==> config.mk <==
export PLATFORM = sky130hd
export DESIGN_NAME = windowed_rms_meter
export DESIGN_NICKNAME = d
export VERILOG_FILES = /design/src/hdl/wrms_pkg.sv /design/src/hdl/wrms_sq.sv /design/src/hdl/wrms_div.sv /design/src/hdl/wrms_sqrt.sv /design/src/hdl/windowed_rms_meter.sv
export SDC_FILE = /design/constraint.sdc
export NUM_CORES = 1
export LEC_CHECK = 0
export ABC_AREA = 1
export BUFFER_PORTS_ARGS = -buffer_cell sky130_fd_sc_hd__buf_2
export CAP_MARGIN = 25
export CORE_MARGIN = 4
export CORE_UTILIZATION = 40
export DETAILED_ROUTE_END_ITERATION = 10
export GPL_TIMING_DRIVEN = 0
export PLACE_DENSITY = 0.66
export SLEW_MARGIN = 20
export SYNTH_ARGS = -nofsm -noshare
export SYNTH_HDL_FRONTEND = slang
export SYNTH_SLANG_ARGS = --single-unit
==> constraint.sdc <==
create_clock -name clk -period 7.42 [get_ports clk]
set_clock_uncertainty 0.2 [all_clocks]
set_input_delay 0.742 -clock clk [delete_from_list [all_inputs] [get_ports clk]]
set_output_delay 0.742 -clock clk [all_outputs]
set_load 0.05 [all_outputs]
==> src/hdl/wrms_pkg.sv <==
// ----------------------------------------------------------------------------
// wrms_pkg
// Widths, step counts and shared types of the windowed RMS meter.
// ----------------------------------------------------------------------------
package wrms_pkg;

  // Port field width and the number of sample bits that take part.
  localparam int DATA_W      = 16;
  localparam int SAMPLE_BITS = 16;

  // Square of one sample, running sum, divisor, remainder and quotient.
  localparam int PROD_W = 2 * SAMPLE_BITS;
  localparam int SUM_W  = 64;
  localparam int DVS_W  = DATA_W + 1;
  localparam int REM_W  = DATA_W;
  localparam int QUO_W  = 32;

  // Root and the partial remainder of the root unit.
  localparam int RMS_W     = QUO_W / 2;
  localparam int SQ_REM_W  = RMS_W + 3;

  localparam int SQ_CNT_W   = $clog2(SAMPLE_BITS + 1);
  localparam int DIV_CNT_W  = $clog2(SUM_W + 1);
  localparam int ROOT_CNT_W = $clog2(RMS_W + 1);

  // Status that each serial unit reports to the sequencer.
  typedef struct packed {
    logic busy;
    logic done;
  } unit_stat_t;

endpackage

==> src/hdl/wrms_sq.sv <==
// ----------------------------------------------------------------------------
// wrms_sq
// Shift-and-add squarer: one multiplier bit per cycle.
// ----------------------------------------------------------------------------
module wrms_sq (
  input  logic                                clk,
  input  logic                                rst_n,
  input  logic                                start,
  input  logic [wrms_pkg::SAMPLE_BITS-1:0]    operand,
  output logic [wrms_pkg::PROD_W-1:0]         product,
  output wrms_pkg::unit_stat_t                stat
);
  import wrms_pkg::*;

  logic [PROD_W-1:0]      mcand_r;
  logic [PROD_W-1:0]      acc_r;
  logic [SAMPLE_BITS-1:0] mplier_r;
  logic [SQ_CNT_W-1:0]    cnt_r;
  logic                   busy_r;
  logic                   done_r;

  always_ff @(posedge clk) begin
    if (!rst_n) begin
      busy_r <= 1'b0;
      done_r <= 1'b0;
      cnt_r  <= '0;
    end else begin
      done_r <= 1'b0;
      if (start) begin
        busy_r <= 1'b1;
        cnt_r  <= SQ_CNT_W'(SAMPLE_BITS);
      end else if (busy_r) begin
        cnt_r <= cnt_r - SQ_CNT_W'(1);
        if (cnt_r == SQ_CNT_W'(1)) begin
          busy_r <= 1'b0;
          done_r <= 1'b1;
        end
      end
    end
  end

  always_ff @(posedge clk) begin
    if (start) begin
      mcand_r  <= PROD_W'(operand);
      mplier_r <= operand;
      acc_r    <= '0;
    end else if (busy_r) begin
      if (mplier_r[0]) begin
        acc_r <= acc_r + mcand_r;
      end
      mcand_r  <= mcand_r << 1;
      mplier_r <= mplier_r >> 1;
    end
  end

  assign product = acc_r;
  assign stat    = '{busy: busy_r, done: done_r};

endmodule

==> src/hdl/wrms_div.sv <==
// ----------------------------------------------------------------------------
// wrms_div
// Restoring divider: one dividend bit per cycle, low quotient bits kept.
// ----------------------------------------------------------------------------
module wrms_div (
  input  logic                          clk,
  input  logic                          rst_n,
  input  logic                          start,
  input  logic [wrms_pkg::SUM_W-1:0]    dividend,
  input  logic [wrms_pkg::DVS_W-1:0]    divisor,
  output logic [wrms_pkg::QUO_W-1:0]    quotient,
  output wrms_pkg::unit_stat_t          stat
);
  import wrms_pkg::*;

  logic [SUM_W-1:0]     dvd_r;
  logic [DVS_W-1:0]     dvs_r;
  logic [REM_W-1:0]     rem_r;
  logic [QUO_W-1:0]     quo_r;
  logic [DIV_CNT_W-1:0] cnt_r;
  logic                 busy_r;
  logic                 done_r;
  logic [DVS_W-1:0]     trial;
  logic [DVS_W-1:0]     diff;
  logic                 ge;

  // The remainder stays below the divisor, so it fits the sample width.
  assign trial = {rem_r, dvd_r[SUM_W-1]};
  assign diff  = trial - dvs_r;
  assign ge    = (trial >= dvs_r);

  always_ff @(posedge clk) begin
    if (!rst_n) begin
      busy_r <= 1'b0;
      done_r <= 1'b0;
      cnt_r  <= '0;
    end else begin
      done_r <= 1'b0;
      if (start) begin
        busy_r <= 1'b1;
        cnt_r  <= DIV_CNT_W'(SUM_W);
      end else if (busy_r) begin
        cnt_r <= cnt_r - DIV_CNT_W'(1);
        if (cnt_r == DIV_CNT_W'(1)) begin
          busy_r <= 1'b0;
          done_r <= 1'b1;
        end
      end
    end
  end

  always_ff @(posedge clk) begin
    if (start) begin
      dvd_r <= dividend;
      dvs_r <= divisor;
      rem_r <= '0;
      quo_r <= '0;
    end else if (busy_r) begin
      dvd_r <= dvd_r << 1;
      rem_r <= ge ? diff[REM_W-1:0] : trial[REM_W-1:0];
      quo_r <= {quo_r[QUO_W-2:0], ge};
    end
  end

  assign quotient = quo_r;
  assign stat     = '{busy: busy_r, done: done_r};

endmodule

==> src/hdl/wrms_sqrt.sv <==
// ----------------------------------------------------------------------------
// wrms_sqrt
// Restoring square root: two radicand bits in, one root bit out per cycle.
// ----------------------------------------------------------------------------
module wrms_sqrt (
  input  logic                          clk,
  input  logic                          rst_n,
  input  logic                          start,
  input  logic [wrms_pkg::QUO_W-1:0]    radicand,
  output logic [wrms_pkg::RMS_W-1:0]    root,
  output wrms_pkg::unit_stat_t          stat
);
  import wrms_pkg::*;

  logic [QUO_W-1:0]      rad_r;
  logic [SQ_REM_W-1:0]   rem_r;
  logic [RMS_W-1:0]      root_r;
  logic [ROOT_CNT_W-1:0] cnt_r;
  logic                  busy_r;
  logic                  done_r;
  logic [SQ_REM_W-1:0]   part;
  logic [SQ_REM_W-1:0]   trial;
  logic                  ge;

  // The remainder never exceeds twice the root, so its top two bits are zero.
  assign part  = {rem_r[SQ_REM_W-3:0], rad_r[QUO_W-1 -: 2]};
  assign trial = {1'b0, root_r, 2'b01};
  assign ge    = (part >= trial);

  always_ff @(posedge clk) begin
    if (!rst_n) begin
      busy_r <= 1'b0;
      done_r <= 1'b0;
      cnt_r  <= '0;
    end else begin
      done_r <= 1'b0;
      if (start) begin
        busy_r <= 1'b1;
        cnt_r  <= ROOT_CNT_W'(RMS_W);
      end else if (busy_r) begin
        cnt_r <= cnt_r - ROOT_CNT_W'(1);
        if (cnt_r == ROOT_CNT_W'(1)) begin
          busy_r <= 1'b0;
          done_r <= 1'b1;
        end
      end
    end
  end

  always_ff @(posedge clk) begin
    if (start) begin
      rad_r  <= radicand;
      rem_r  <= '0;
      root_r <= '0;
    end else if (busy_r) begin
      rad_r  <= rad_r << 2;
      rem_r  <= ge ? (part - trial) : part;
      root_r <= {root_r[RMS_W-2:0], ge};
    end
  end

  assign root = root_r;
  assign stat = '{busy: busy_r, done: done_r};

endmodule

==> src/hdl/windowed_rms_meter.sv <==
// ----------------------------------------------------------------------------
// windowed_rms_meter
// Per-window RMS meter built from bit-serial square, divide and root units.
// ----------------------------------------------------------------------------
// Each input item carries one sample. It is squared and added to a running
// 64-bit sum that only reset clears, and the sample is counted. When the count
// reaches cfg_window_length (0 means 65536), the sum is divided by the window
// length, the root of the low 32 quotient bits becomes the held RMS value and
// the count restarts. Every item gives one result item: the held RMS value
// and out_window_done, set when that item closed a window.
// The squarer takes one sample bit per cycle. An item that closes a window
// then passes a setup state that starts the divider, the divider itself (one
// bit of the 64-bit sum per cycle) and the root unit (one root bit per cycle)
// before its result is loaded. One item is in work at a time, and the next
// item can be taken in the cycle after a result is loaded. The result sits
// in an output register, so the next item is taken while the receiver
// stalls; a finished result then waits until out_ready frees the register.
// Reset clears count, sum and value and sets the window length to 1.
// cfg_ready is always high; write only while idle.
// ----------------------------------------------------------------------------
module windowed_rms_meter (
  input  logic                          clk,
  input  logic                          rst_n,
  input  logic                          in_valid,
  output logic                          in_ready,
  input  logic [wrms_pkg::DATA_W-1:0]   in_sample,
  output logic                          out_valid,
  input  logic                          out_ready,
  output logic [wrms_pkg::DATA_W-1:0]   out_rms_value,
  output logic                          out_window_done,
  input  logic                          cfg_valid,
  output logic                          cfg_ready,
  input  logic [wrms_pkg::DATA_W-1:0]   cfg_window_length
);
  import wrms_pkg::*;

  localparam logic [2:0] S_IDLE = 3'd0;
  localparam logic [2:0] S_SQ   = 3'd1;
  localparam logic [2:0] S_ACC  = 3'd2;
  localparam logic [2:0] S_DIV  = 3'd3;
  localparam logic [2:0] S_ROOT = 3'd4;
  localparam logic [2:0] S_OUT  = 3'd5;

  logic [2:0]        state_r;
  logic [DATA_W-1:0] wlen_r;
  logic [DATA_W-1:0] count_r;
  logic [SUM_W-1:0]  sum_r;
  logic [RMS_W-1:0]  rms_r;
  logic              win_r;
  logic              out_valid_r;
  logic [DATA_W-1:0] out_rms_r;
  logic              out_done_r;

  logic              sq_start;
  logic              div_start;
  logic              root_start;
  logic [PROD_W-1:0] square;
  logic [QUO_W-1:0]  quot;
  logic [RMS_W-1:0]  root;
  logic [DATA_W-1:0] count_nxt;
  logic              out_load;
  unit_stat_t        sq_stat;
  unit_stat_t        div_stat;
  unit_stat_t        root_stat;

  assign in_ready   = (state_r == S_IDLE) && !sq_stat.busy;
  assign cfg_ready  = 1'b1;
  assign sq_start   = in_valid && in_ready;
  assign div_start  = (state_r == S_ACC);
  assign root_start = (state_r == S_DIV) && div_stat.done;
  assign count_nxt  = count_r + DATA_W'(1);
  assign out_load   = (state_r == S_OUT) && (!out_valid_r || out_ready);

  wrms_sq u_sq (
    .clk     (clk),
    .rst_n   (rst_n),
    .start   (sq_start),
    .operand (in_sample[SAMPLE_BITS-1:0]),
    .product (square),
    .stat    (sq_stat)
  );

  // A zero register value stands for a window of 65536 samples.
  wrms_div u_div (
    .clk      (clk),
    .rst_n    (rst_n),
    .start    (div_start),
    .dividend (sum_r),
    .divisor  ({(wlen_r == '0), wlen_r}),
    .quotient (quot),
    .stat     (div_stat)
  );

  wrms_sqrt u_sqrt (
    .clk      (clk),
    .rst_n    (rst_n),
    .start    (root_start),
    .radicand (quot),
    .root     (root),
    .stat     (root_stat)
  );

  always_ff @(posedge clk) begin
    if (!rst_n) begin
      state_r     <= S_IDLE;
      wlen_r      <= DATA_W'(1);
      count_r     <= '0;
      sum_r       <= '0;
      rms_r       <= '0;
      win_r       <= 1'b0;
      out_valid_r <= 1'b0;
    end else begin
      if (cfg_valid && cfg_ready) begin
        wlen_r <= cfg_window_length;
      end
      if (out_load) begin
        out_valid_r <= 1'b1;
      end else if (out_ready) begin
        out_valid_r <= 1'b0;
      end
      unique case (state_r)
        S_IDLE: begin
          if (sq_start) begin
            state_r <= S_SQ;
          end
        end
        S_SQ: begin
          if (sq_stat.done) begin
            sum_r <= sum_r + SUM_W'(square);
            if (count_nxt == wlen_r) begin
              count_r <= '0;
              win_r   <= 1'b1;
              state_r <= S_ACC;
            end else begin
              count_r <= count_nxt;
              win_r   <= 1'b0;
              state_r <= S_OUT;
            end
          end
        end
        S_ACC: begin
          state_r <= S_DIV;
        end
        S_DIV: begin
          if (div_stat.done) begin
            state_r <= S_ROOT;
          end
        end
        S_ROOT: begin
          if (root_stat.done) begin
            rms_r   <= root;
            state_r <= S_OUT;
          end
        end
        S_OUT: begin
          if (out_load) begin
            state_r <= S_IDLE;
          end
        end
        default: begin
          state_r <= S_IDLE;
        end
      endcase
    end
  end

  always_ff @(posedge clk) begin
    if (out_load) begin
      out_rms_r  <= DATA_W'(rms_r);
      out_done_r <= win_r;
    end
  end

  assign out_valid       = out_valid_r;
  assign out_rms_value   = out_rms_r;
  assign out_window_done = out_done_r;

endmodule

Yosys cells after proc, flatten, opt, wreduce, memory -nomap -nowiden. Index checks and enable logic that the tools add are counted.

Logic and storage cells: 122. Register bits: 431. ROM bits: 0. Memories kept: 0. Input bits: 37. RAM bits: 0. Output and inout port bits: 20. Latch bits: 0.

Eq/ne operators: 14. $mul: 0. Shift-type cells: 0. $add $sub $neg: 8. Bitwise gates (word level): 4. Magnitude comparators: 2. Reductions and logical operators: 23. Div/mod/pow operators: 0. Muxes and demuxes: 39.

Operators with widths (count): $mux W64 (2); $mux W16 (6); $add A64 B32 Y64 (1); $mux W32 (2); $add A32 B32 Y32 (1); $mux W5 (4); $ge A19 B18 Y1 (1); $mux W3 (6); $pmux W3 S6 (1); $ge A17 B17 Y1 (1); $mux W17 (1); $sub A17 B17 Y17 (1); $add A16 B1 Y16 const B (1); $eq A16 B16 Y1 (1); $logic_not A16 Y1 (1); $sub A16 B16 Y16 (1); $mux W1 (15); $mux W7 (2); $eq A5 B1 Y1 const B (2); $sub A5 B1 Y5 const B (2); $reduce_or A3 Y1 (3); $reduce_bool A2 Y1 (4); $eq A7 B1 Y1 const B (1); $sub A7 B1 Y7 const B (1); other kinds (13) (29).

Longest topological paths before layout.
Depth in word-level cells: 5. Depth in mapped cells: 17. Depth with buffers taken out: 17.

Hierarchy. Synthesis repeated with hierarchy kept, for this count alone.

Cell total of the unflattened synthesis: 3597. Area total of the unflattened synthesis: 25097.8 um^2.

By module, submodules not included: windowed_rms_meter (times used 1, area an instance 8752.1 um^2, sequential area each 2852.7 um^2, cells an instance 1359); wrms_div (times used 1, area an instance 6508.7 um^2, sequential area each 3573.4 um^2, cells an instance 786); wrms_sq (times used 1, area an instance 5705.5 um^2, sequential area each 2062.0 um^2, cells an instance 887); wrms_sqrt (times used 1, area an instance 4131.5 um^2, sequential area each 1761.7 um^2, cells an instance 565).

Worst setup path before layout. No wires, ideal clock.

Path kind: flip-flop to flip-flop. Start: reg state_r[1]. End: reg u_div.quo_r[10] (netlist: u_div.quotient[10]). Slack: 3.879 ns. Path buffers: 1. Required time: 7.104 ns. Stages on the path, launching flop included: 9. Setup time: 0.116 ns. Arrival: 3.224 ns. Clock period less this slack: 3.541 ns. Cells stage by stage: dfxtp_1 > inv_1 > nor3_1 > inv_1 > nand2_1 > clkinv_1 > clkbuf_1 > a22oi_1 > inv_1.

Cells in the longest elaborated chain, start to end: 1.

RTL lines: start: declaration (line windowed_rms_meter.sv:44) `logic [2:0] state_r;`; start signal: assignment (line windowed_rms_meter.sv:105) `state_r <= S_IDLE;`; start signal: assignment (line windowed_rms_meter.sv:124) `state_r <= S_SQ;`; start signal: assignment (line windowed_rms_meter.sv:133) `state_r <= S_ACC;`; $eq A3 B2 Y1 (line windowed_rms_meter.sv:69) `assign div_start = (state_r == S_ACC);`; end signal: assignment (line wrms_div.sv:61) `quo_r <= {quo_r[QUO_W-2:0], ge};`; end: declaration (line wrms_div.sv:19) `logic [QUO_W-1:0] quo_r;`.

Every way passes these cells. A chain may end at the register's enable or synchronous reset.

Worst setup path in the final report.
Start: reg state_r[0]. End: reg u_sq.mplier_r[0] (enable).

Cells in the longest elaborated chain, start to end: 4.

RTL lines: $logic_not A3 Y1 (line windowed_rms_meter.sv:66) `assign in_ready = (state_r == S_IDLE) && !sq_stat.busy;`; $logic_and A1 B1 Y1 (line windowed_rms_meter.sv:66); $logic_and A1 B1 Y1 (line windowed_rms_meter.sv:68) `assign sq_start = in_valid && in_ready;`; $reduce_bool A2 Y1 (no line); end signal: assignment (line wrms_sq.sv:45) `mplier_r <= operand;`; end signal: assignment (line wrms_sq.sv:52) `mplier_r <= mplier_r >> 1;`; end: declaration (line wrms_sq.sv:17) `logic [SAMPLE_BITS-1:0] mplier_r;`.

Every way passes these cells.

==> metrics <==
top post-synthesis cells by area dfxtp_1, edfxtp_1, nand2_1, inv_1, ha_1; Die X 249 µm; critical path's slowest cell nand2_2; CTS tree yes; RSZ-0062 raised after global routing no; P per Cell Area 267 nW/µm²; # DRC 0; die outline height 249 µm; placed cell count 3928; Rel. slew slack 0.426; GRT Overall Usage 0.193; # rows 88; startpoint types register; Worst Setup End Kind register; final setup fails 0; biggest area consumer among synthesized cells dfxtp_1; status completed; CP startpoint state_r[0]; most frequent cells in the layout nand2_1, inv_1, dfxtp_1; worst-path maximum fanout 32; Setup TNS 0 ns; Crit path largest cell delay 0.64 ns; Reg2Reg Launch Point state_r[0]; Routed WL 62.0 mm; Starting Density 0.404; maximum vdd ir drop 0.000289 V; Finished Cell Area 26200 µm²; vias in the first global route 19000; Slew @ Worst Pin 0.861 ns; pin count of the biggest net entering global routing 46; Tcrit/Tclk final 0.447; area occupied by registers 10200 µm²; Total Power 7000 µW; Critical Path AT 3.26 ns; crit-path cells nor2_1 > nand2_1 > nor2_1 > nand2_1 > clkbuf_1 > clkbuf_1 > nand2_2; hpwl dp 46.5 mm; Iteration-0 DRC Markers 1755; Congestion Overflow GR 0; area taken by multi-input logic gates 11000 µm²; Final ANT Viol Nets 0; post-synth top area share 0.231; Synth async-reset ratio 0; Final Hold Viols 0; clock sink count 431; Num CTS Buffers 47; Post-synth EDFFs 162; worst hold path class in2reg; synth unique cells 53; n_diodes 0; Syn Inst Count 3107; max cap viols 0; sequential element share of the synthesized area 0.440; clock slew at reported path FFs 0.06 ns; crit path time final 3.32 ns; fillers 5858; worst reg2reg setup slack 4.10 ns; Syn. warnings 0; layout cell share with drive strength beyond 1 0.0514; wire per inst 15.4 µm; Via density 5.08; Clock Tree Root clkbuf_16; Worst Min Path Start cfg_window_length[13]; Yosys reg bits 431; fin. max-slew vios 0; Synth-to-Final Area Change 12.3%; H-tree Lvls 2; vias 20400; FMAX 301 MHz; core area 57700 µm²; post-synthesis cell area 23300 µm²; Synth Flop Type dfxtp_1; Final nets 3357; Synth Area per Inst 7.50 µm²; critical path type reg2reg; Die ar. 62200 µm²; worst hold margin 0.172 ns; Post-Syn Nets 3252; hold path endpoint wlen_r[13]; Initial DRT Pass Iterations 5; Reg2Reg Capture Point u_sq.mplier_r[0]; Post-CTS Hold Fix Bufs 0; Worst Hold Depth 3; most common library cell in the layout ignoring fill and taps nand2_1; Worst Path Required 7.36 ns; initial antenna violation count 0; Clock Latency Late Sink 0.59 ns; Pleak 0.0116 µW; Max clock buf depth 3; Area after DPL 24600 µm²; Port Buffers 54; Non-Filler Instances 4014; Register-to-Register Path Depth 7; # IOs 57; # resized after CTS 0; Final GP Congestion 0.944; Post-CTS Setup Bufs 0; first-pass GRT wire length 99.8 mm
[state kept, by name (all words and copies together) (netlist names), 17 cells and up]
signal,cells
sum_r,64
u_div.dvd_r,64
u_div.dvs_r,17
u_div.quotient,32
u_sq.mcand_r,32
u_sq.product,32
u_sqrt.rad_r,32
u_sqrt.rem_r,17
[layer usage]
metal | wire [µm] | up-vias | track usage | part of all wire
li1 | - | 10500 | - | -
met1 | 29300 | 9319 | 0.272 | 0.47
met2 | 27900 | 522 | 0.315 | 0.45
met3 | 3490 | 83 | 0.0278 | 0.056
met4 | 1280 | 0 | 0.0469 | 0.021
met5 | 0 | - | 0 | 0
[critical path, delay by kind of cell (launching register included)]
family,cells,cell delay [ns]
and+or+nand+nor,5,1.18
buffers and inverters,2,1.05
DFF,1,0.41
[synthesized netlist by cell type, drive strengths merged, types with 2 or more instances]
cell    instances
nand3b          6
dfxtp         269
o21ai         265
inv           434
xnor2          25
nor2          239
ha            105
or2            11
nand3         161
clkbuf         78
nand4          32
buf            16
a22oi          48
edfxtp        162
o21bai         30
and3            2
o21a            7
xor2           49
o221ai          2
a21o            8
nor4           20
and2            5
o211ai         11
a21boi          3
clkinv          7
a21oi         249
fa              3
a31oi          13
nand2         798
nor3           39
[final cells by class]
| type | count | share of cell area |
|---|---|---|
| Clock inverter | 23 | 0.0114 |
| Buffer | 94 | 0.0143 |
| Timing Repair Buffer | 56 | 0.0121 |
| Sequential cell | 431 | 0.392 |
| Tap cell | 765 | 0.0366 |
| Inverter | 441 | 0.0632 |
| Clock buffer | 63 | 0.0488 |
| Multi-Input combinational cell | 2141 | 0.422 |
[where the power goes]
part	switching [µW]	internal, µW
combinational	1110	566
clock	989	1430
sequential	191	2720
total	2290	4710
[metrics by stage]
stage / utilization / setup slack [ns]
2_1_floorplan: - / 3.88
3_3_place_gp: 0.425 / 1.96
3_5_place_dp: 0.426 / 4.02
4_1_cts: 0.454 / 4.09
5_1_grt: 0.454 / 3.91
6_report: 0.454 / 4.10
[cells by family (layout without fill, tap and decap cells)]
family,after synthesis,in the layout,share of synthesized area
buffers and inverters,535,677,0.0871
adder cells (fa/ha/maj),108,108,0.0589
XOR/XNOR,75,75,0.0288
flip-flops,431,431,0.440
other,1,1,0.000161
AO/OA/AOI/OAI,644,644,0.152
AND/OR/NAND/NOR,1313,1313,0.233
[how the worst max path moves through the flow]
stage	endpoint	slack, ns	cells past startpoint
floorplan	u_div.quotient[10]	3.88	8
global placement	u_div.quotient[29]	1.96	6
detailed placement	u_sq.mplier_r[3]	4.02	5
CTS	u_sq.mcand_r[4]	4.09	7
global route	u_sq.mcand_r[0]	3.91	7
finish	u_sq.mplier_r[0]	4.10	7
Power figures use the tool's default switching activity.
